--- src/hdl/nsp_pkg.sv ---
// -----------------------------------------------------------------------------
// nsp_pkg
// shared types and codes of the nested section profiler
// -----------------------------------------------------------------------------
`default_nettype none
package nsp_pkg;

  // table and stack sizes, fixed by the port widths
  localparam int MARKERS     = 16;
  localparam int STACK_DEPTH = 16;
  localparam int TIME_BITS   = 32;

  typedef enum logic [2:0] {
    OP_START     = 3'd0,
    OP_END       = 3'd1,
    OP_RST_MARK  = 3'd2,
    OP_RST_ALL   = 3'd3,
    OP_RST_SESS  = 3'd4,
    OP_QUERY     = 3'd5,
    OP_SPARE6    = 3'd6,
    OP_SPARE7    = 3'd7
  } nsp_op_e;

  typedef enum logic [2:0] {
    ST_IDLE,
    ST_UPDATE,
    ST_CREDIT,
    ST_CLEAR,
    ST_REPORT
  } nsp_state_e;

  // controller to datapath
  typedef struct packed {
    logic capture;    // latch the incoming item
    logic update;     // apply start/end/reset marker to the selected entry
    logic credit;     // add duration to the parent's child accumulator
    logic clear;      // apply reset-all or session reset to one entry
    logic report;     // drive the result strobe
  } nsp_cmd_t;

  // datapath to controller
  typedef struct packed {
    logic        need_credit;
    logic        need_sweep;
    logic        sweep_last;
  } nsp_status_t;

endpackage
`default_nettype wire

--- src/hdl/nsp_ctrl.sv ---
// -----------------------------------------------------------------------------
// nsp_ctrl
// sequencer for one profiler operation
// -----------------------------------------------------------------------------
`default_nettype none
module nsp_ctrl
  import nsp_pkg::*;
(
  input  wire logic        clk_i,
  input  wire logic        rst_ni,
  input  wire logic        start_i,
  input  wire nsp_status_t status_i,
  output nsp_cmd_t         cmd_o,
  output logic             busy_o
);

  nsp_state_e state_q, state_d;

  always_ff @(posedge clk_i or negedge rst_ni) begin
    if (!rst_ni) state_q <= ST_IDLE;
    else state_q <= state_d;
  end

  always_comb begin
    state_d = state_q;
    unique case (state_q)
      ST_IDLE:   if (start_i) state_d = ST_UPDATE;
      ST_UPDATE: begin
        if (status_i.need_sweep) state_d = ST_CLEAR;
        else if (status_i.need_credit) state_d = ST_CREDIT;
        else state_d = ST_REPORT;
      end
      ST_CREDIT: state_d = ST_REPORT;
      ST_CLEAR:  if (status_i.sweep_last) state_d = ST_REPORT;
      ST_REPORT: state_d = ST_IDLE;
      default:   state_d = ST_IDLE;
    endcase
  end

  always_comb begin
    cmd_o  = '0;
    busy_o = 1'b1;
    unique case (state_q)
      ST_IDLE: begin
        busy_o        = 1'b0;
        cmd_o.capture = start_i;
      end
      ST_UPDATE: cmd_o.update = 1'b1;
      ST_CREDIT: cmd_o.credit = 1'b1;
      ST_CLEAR:  cmd_o.clear  = 1'b1;
      ST_REPORT: cmd_o.report = 1'b1;
      default:   busy_o = 1'b1;
    endcase
  end

endmodule
`default_nettype wire

--- config.mk ---
export PLATFORM = sky130hd
export DESIGN_NAME = nsp_ctrl
export DESIGN_NICKNAME = d
export VERILOG_FILES = /design/src/hdl/nsp_pkg.sv /design/src/hdl/nsp_ctrl.sv
export SDC_FILE = /design/constraint.sdc
export NUM_CORES = 1
export LEC_CHECK = 0
export ABC_AREA = 1
export ABC_CLOCK_PERIOD_IN_PS = 1020
export BUFFER_PORTS_ARGS = -buffer_cell sky130_fd_sc_hd__buf_2
export CORE_AREA = 3 3 40 42
export DETAILED_ROUTE_END_ITERATION = 8
export DIE_AREA = 0 0 43 45
export HOLD_SLACK_MARGIN = 0.12
export SLEW_MARGIN = 20
export SYNTH_ARGS = -nofsm -noshare
export SYNTH_HDL_FRONTEND = slang
export SYNTH_SLANG_ARGS = --single-unit
--- constraint.sdc ---
create_clock -name clk_i -period 1.02 [get_ports clk_i]
set_input_delay 0.051 -clock clk_i [delete_from_list [all_inputs] [get_ports clk_i]]
set_output_delay 0.051 -clock clk_i [all_outputs]
set_load 0.005 [all_outputs]
==> results of run 1 <==
==> through the flow <==
stage / power, W / setup WS [ps] / util / hold WS, ps
finish: 0.00125 / -99.9 / 0.352 / 139
CTS: 0.00106 / -75.7 / 0.304 / 136
detailed placement: 0.000601 / 100 / 0.209 / -152
global placement: 0.000593 / 121 / 0.209 / -153
floorplan: 0.000460 / 172 / - / -245
global route: 0.00135 / -160 / 0.352 / 159
==> cells in the mapped netlist, drive strengths merged <==
cell type	number	area share
a22oi	1	0.038
dfrtp	3	0.38
nand4	1	0.032
nor3	2	0.051
inv	7	0.13
nand3	3	0.10
o21ai	1	0.026
nor2	5	0.12
nand2	5	0.11
==> worst max-delay path, stage by stage (launching register included) <==
cell and delay [ps]:
dfrtp_1 380, inv_2 80, nor2_4 120, nand2_1 90, inv_1 60, buf_2 100
==> how the worst min path moves through the flow <==
| stage | endpoint | depth (start not counted) |
|---|---|---|
| CTS | state_q[2]$_DFFE_PN0P_ | 2 |
| detailed placement | state_q[0]$_DFFE_PN0P_ | 1 |
| global placement | state_q[1]$_DFFE_PN0P_ | 1 |
| global route | state_q[0]$_DFFE_PN0P_ | 2 |
| floorplan | state_q[0]$_DFFE_PN0P_ | 0 |
| finish | state_q[2]$_DFFE_PN0P_ | 2 |
==> cell type report <==
cell class	count	area [sq um]	area share
well taps	15	18.8	0.0416
multi-input cells	18	121	0.269
clock buffers	4	26.3	0.0582
repair buffers	25	179	0.396
flip-flops and latches	3	77.6	0.172
inverters	7	28.8	0.0637
==> power by group through the flow <==
stage | clock, W | sequential, W | combinational, W
2_1_floorplan | 0 | 0.000209 | 0.000251
3_3_place_gp | 0 | 0.000218 | 0.000374
3_5_place_dp | 0 | 0.000220 | 0.000382
4_1_cts | 0.000222 | 0.000223 | 0.000613
5_1_grt | 0.000233 | 0.000246 | 0.000871
6_report | 0.000219 | 0.000240 | 0.000789
==> what timing repair did <==
item                                   in CTS  in global routing
pin swaps                                   2                  3
resized for setup                           4                 11
setup buffers                               8                  3
endpoints found under the hold margin       4                  0
setup endpoints to repair                   5                  9
hold buffers                                3                  0
==> per-layer routing <==
metal | GRT usage | up-vias
li1 | - | 145
met1 | 0.0749 | 130
met2 | 0.138 | 12
met3 | 0.0279 | 4
met4 | 0.0904 | 0
met5 | 0 | -
==> kinds of logic after synthesis <==
group | Yosys count
flops | 3
compound gates | 2
simple gates | 16
buf+inv | 7
==> results_dict.tcl, run 1 <==
set metrics [dict create \
    slew_violations 0 \
    stdcell_area_sq_um 452 \
    area_growth_pct 131 \
    wl_microns 680 \
    rsz0062_at_grt "true" \
    cp-start-kind "register" \
    clock_skew_ps 4.45 \
    synthCells 28 \
    cts-root-buf "clkbuf_4" \
    port_buffers 11 \
    rrSetupSlack_ps 10 \
    nNetsFinal 64 \
    max-vdd-ir-drop_mv 0.720 \
    placed_area_sq_um 269 \
    clkTransAtPathRegs_ps 40 \
    synthMuxAreaShare 0 \
    avgViaCountPerCell 4.04 \
    place_inst 54 \
    ant_nets 0 \
    place.gp.congestion 0.783 \
    layout.cells.non_filler 72 \
    largest_register "state_q" \
    synthXorXnorAreaFrac 0 \
    worstPathArrival_ps 1070 \
    critPathRequiredTime_ps 970 \
    end_kind "output pin" \
    mostFrequentLayoutCells "buf_2 (11), buf_4 (8), inv_1 (4)" \
    fin_setup_tns_ps -367 \
    share_comb_of_total_power 0.632 \
    maxUsedRoutingLayer "met4" \
    drc_errors 0 \
    antenna_found_initial 0 \
    grt_first_pass_wirelength_mm 1.10 \
    die_area_sq_um 1940 \
    ys_seq_area_frac 0.385 \
    max_slew.worst_pin.slew_ps 175 \
    finalHoldViolCount 0 \
    seqPwrFrac 0.192 \
    clock_latency_ps 240 \
    clkPwrFrac 0.176 \
    syn_nets 34 \
    dr_total_vias 291 \
    wl_met3_microns 65 \
    crit_end "cmd_o[3]" \
    grt_pass1_vias 285 \
    fin_crit_ps 1120 \
    grt_max_degree 6 \
    finalWorstSetupSlack_ps -99.9 \
    antenna_cells 0 \
    crit_fanout 3 \
    max_slew_margin 0.883 \
    rr_endpoint "state_q[0]$_DFFE_PN0P_" \
    crit_type "register to output pin" \
    cts_num_sinks 3 \
    ys_types 12 \
    met2WireLength_microns 336 \
    synth_seq_cells 3 \
    grt_overflow 0 \
    r2r-start "state_q[1]$_DFFE_PN0P_" \
    synth_fa_ha_area_frac 0 \
    hpwl_microns 404 \
    cts_buffers 3 \
    synth.avg_cell_area_sq_um 6.97 \
    switching_share 0.387 \
    layout_commonest_cell "buf_2" \
    top_regs "state_q (3)" \
    die_y_microns 45 \
    drive_gt1_frac 0.649 \
    violations "setup timing" \
    netlist_area_sq_um 195 \
    core_sq_um 1280 \
    dieWidth_microns 43 \
    cp-startpoint "state_q[0]$_DFFE_PN0P_" \
    synthSimpleGateAreaFrac 0.417 \
    power_density_nw_per_um2 2760 \
    hold_path_class "primary input to async pin" \
    fmax_mhz 893 \
    h-tree-depth 1 \
    clock_path_buffers 2 \
    reg2reg_depth 7 \
    tritoncts "built" \
    maxCapViolations 0 \
    wl_per_cell_microns 9.44 \
    intPower_w 0.000765 \
    p_switching_w 0.000484 \
    grt.total_usage 0.0825 \
    fillers 137 \
    period_share 1.10 \
    synth_compound_area_frac 0.0641 \
    top_level_ports 12 \
    num_rows 13 \
    start_util 0.152 \
    largest_reg_flops 3 \
    p_leak_nw 0.258 \
    wl_met1_microns 253 \
    drtPass1Iterations 4 \
    synth_top_family_by_area "simple AND/OR/NAND/NOR gates" \
    yosys_warnings 0 \
    status "complete, but fails checks" \
    drt_iter0_drc 4 \
    setup_violations 6 \
]
Power figures use the tool's default switching activity.
==> inputs of run 2 (changes only) <==
--- a/config.mk
+++ b/config.mk
@@ -5,10 +5,10 @@
 export SDC_FILE = /design/constraint.sdc
 export NUM_CORES = 1
 export LEC_CHECK = 0
-export ABC_AREA = 1
 export ABC_CLOCK_PERIOD_IN_PS = 1020
 export BUFFER_PORTS_ARGS = -buffer_cell sky130_fd_sc_hd__buf_2
 export CORE_AREA = 3 3 40 42
+export CTS_BUF_LIST = sky130_fd_sc_hd__clkbuf_8
 export DETAILED_ROUTE_END_ITERATION = 8
 export DIE_AREA = 0 0 43 45
 export HOLD_SLACK_MARGIN = 0.12
==> constraint.sdc (replaced) <==
create_clock -name clk_i -period 1.02 [get_ports clk_i]
set_input_delay 0.051 -clock clk_i [delete_from_list [all_inputs] [get_ports clk_i]]
set_output_delay 0.051 -clock clk_i [all_outputs]
set_load 0.01 [all_outputs]
==> run 2 against run 1 <==
  * The run still ends with setup timing left
  * Combinational power grew 19%
  * Worst hold slack gained 22 ps
  * Setup slack lost 110 ps
  * First-iteration DRC count shrank 100%
  * Area after synthesis is the same
  * Non-clock buffer count shrank 3
  * Critical endpoint is now cmd_o[4]
==> results_dict.tcl, run 2 <==
set metrics [dict create \
    port_buffers 11 \
    cts_buffers 3 \
    synth.avg_cell_area_sq_um 8.87 \
    finalHoldViolCount 0 \
    max_slew.worst_pin.slew_ps 216 \
    num_rows 13 \
    h-tree-depth 1 \
    nNetsFinal 54 \
    avgViaCountPerCell 4.16 \
    tritoncts "built" \
    wl_microns 721 \
    clkTransAtPathRegs_ps 30 \
    crit_fanout 2 \
    power_density_nw_per_um2 3220 \
    clock_latency_ps 220 \
    max-vdd-ir-drop_mv 0.648 \
    slew_violations 0 \
    post-route-util 0.359 \
    largest_register "state_q" \
    cts_num_sinks 3 \
    dr_total_vias 258 \
    synthCells 22 \
    crit_cells 3 \
    slowest_delay_ps 400 \
    synth_top_area_share 0.385 \
    start_util 0.152 \
    status "complete, but fails checks" \
    wl_per_cell_microns 11.6 \
    grt_overflow 0 \
    largest_reg_flops 3 \
    setup_violations 8 \
    crit_buf_inv 1 \
    multi_input_area_sq_um 151 \
    ant_nets 0 \
    drc_errors 0 \
    cp-start-kind "register" \
    die_area_sq_um 1940 \
    hold_path_class "primary input to async pin" \
    core_sq_um 1280 \
    grt_pass1_vias 264 \
    ys_seq_area_frac 0.385 \
    max_slew_margin 0.855 \
    yosys-top-cells-area "dfrtp_1 (38%), a211oi_1 (7.7%), nand2b_1 (6.4%), buf_6 (5.8%), nor2_1 (5.8%)" \
    cts-root-buf "clkbuf_8" \
    worstPathArrival_ps 1180 \
    antenna_found_initial 0 \
    layout_commonest_cell "buf_2" \
    place.gp.congestion 0.659 \
    mostFrequentLayoutCells "buf_2 (10), buf_6 (5), buf_4 (5)" \
    seq_area_sq_um 75.1 \
    die_y_microns 45 \
    place_inst 53 \
    clock_path_buffers 2 \
    period_share 1.20 \
    synth_flop_cell "dfrtp_1" \
    grt_first_pass_wirelength_mm 1.07 \
    ys_types 14 \
    fillers 149 \
    drt_iter0_drc 0 \
    holdWs_ps 161 \
    fin_setup_tns_ps -1050 \
    fin_crit_ps 1230 \
    top_regs "state_q (3)" \
    drive_gt1_frac 0.702 \
    netlist_area_sq_um 195 \
    reg2reg_depth 5 \
    top_level_ports 12 \
    grt.total_usage 0.0801 \
    synth_edf_count 0 \
    clock_skew_ps 2.31 \
    maxCapViolations 0 \
    yosys_warnings 0 \
    path_cells "or3_4 > nor2_4 > buf_6" \
    layout.cells.non_filler 62 \
    synth_top_area_cell "dfrtp_1" \
    rsz0062_at_grt "true" \
    p_leak_nw 0.229 \
    hpwl_microns 449 \
    syn_nets 28 \
    cpLargestDelayFamily "simple AND/OR/NAND/NOR gates" \
    dieWidth_microns 43 \
    area_growth_pct 137 \
    grt_max_degree 6 \
    crit_type "register to output pin" \
    end_kind "output pin" \
    critPathRequiredTime_ps 970 \
    antenna_cells 0 \
    violations "setup timing" \
    fmax_mhz 814 \
    synth_seq_cells 3 \
    netlist_top_cells_count "dfrtp_1 (3), nor2_1 (3)" \
    async_flop_share 1.00 \
    worst_path_max_delay_cell "or3_4" \
    finalWorstSetupSlack_ps -208 \
    drtPass1Iterations 1 \
]
run 2: cell count changes after synthesis, moves of 2 or more:
cell      before  now
a211oi_1       0    2
inv_1          7    2
nand2_1        4    1
nand2b_1       0    2
nand3_1        2    0
run 2: per-layer routing:
layer	track usage	vias to the layer above	wire, microns
met3	0.0398	2	47
met5	0	-	0
met2	0.132	9	376
met1	0.0728	121	277
li1	-	126	-
met4	0.0723	0	19
run 2: per-stage QoR:
stage	total power [W]	setup WS [ps]	instance area (sq um)
CTS	0.00136	-205	427
finish	0.00149	-208	462
floorplan	0.000578	-0.543	200
global route	0.00158	-254	462
detailed placement	0.000843	-41.0	308
global placement	0.000830	-15.2	308
run 2: cells by family after synthesis:
| kind of cell | count (synthesis) | share of synthesized area |
|---|---|---|
| AND/OR/NAND/NOR | 12 | 0.365 |
| buffers and inverters | 3 | 0.0962 |
| AO/OA/AOI/OAI | 4 | 0.154 |
| flip-flops | 3 | 0.385 |
run 2: path summary, 6_finish.rpt:
check,start,end,slack (ps)
worst max-delay path,state_q[2]$_DFFE_PN0P_,cmd_o[4],-210
worst min-delay path,rst_ni,state_q[0]$_DFFE_PN0P_,160
worst max register to register,state_q[0]$_DFFE_PN0P_,state_q[0]$_DFFE_PN0P_,-110
worst min register to register,state_q[2]$_DFFE_PN0P_,state_q[0]$_DFFE_PN0P_,660
max in group asynchronous,rst_ni,state_q[1]$_DFFE_PN0P_,750
min in group clk_i,status_i[2],state_q[2]$_DFFE_PN0P_,200
run 2: final cells by class:
| cell class | instances | share of cell area |
|---|---|---|
| clock buffer | 3 | 0.0894 |
| clock inverter | 1 | 0.00813 |
| inverter | 2 | 0.0163 |
| multi-input combinational | 16 | 0.328 |
| sequential | 3 | 0.163 |
| tap | 15 | 0.0407 |
| timing repair buffer | 22 | 0.355 |
run 2: report_power, final:
group | switching, W | internal, W
logic | 0.000417 | 0.000524
clock network | 0.0000803 | 0.000256
registers | 0.0000364 | 0.000172
run 2: timing repair:
action / CTS / global route
pin swaps: 5 / 3
hold buffers: 2 / 0
setup endpoints to repair: 8 / 9
setup buffers: 2 / 1
endpoints found under the hold margin: 4 / 0
gates resized for setup: 7 / 7
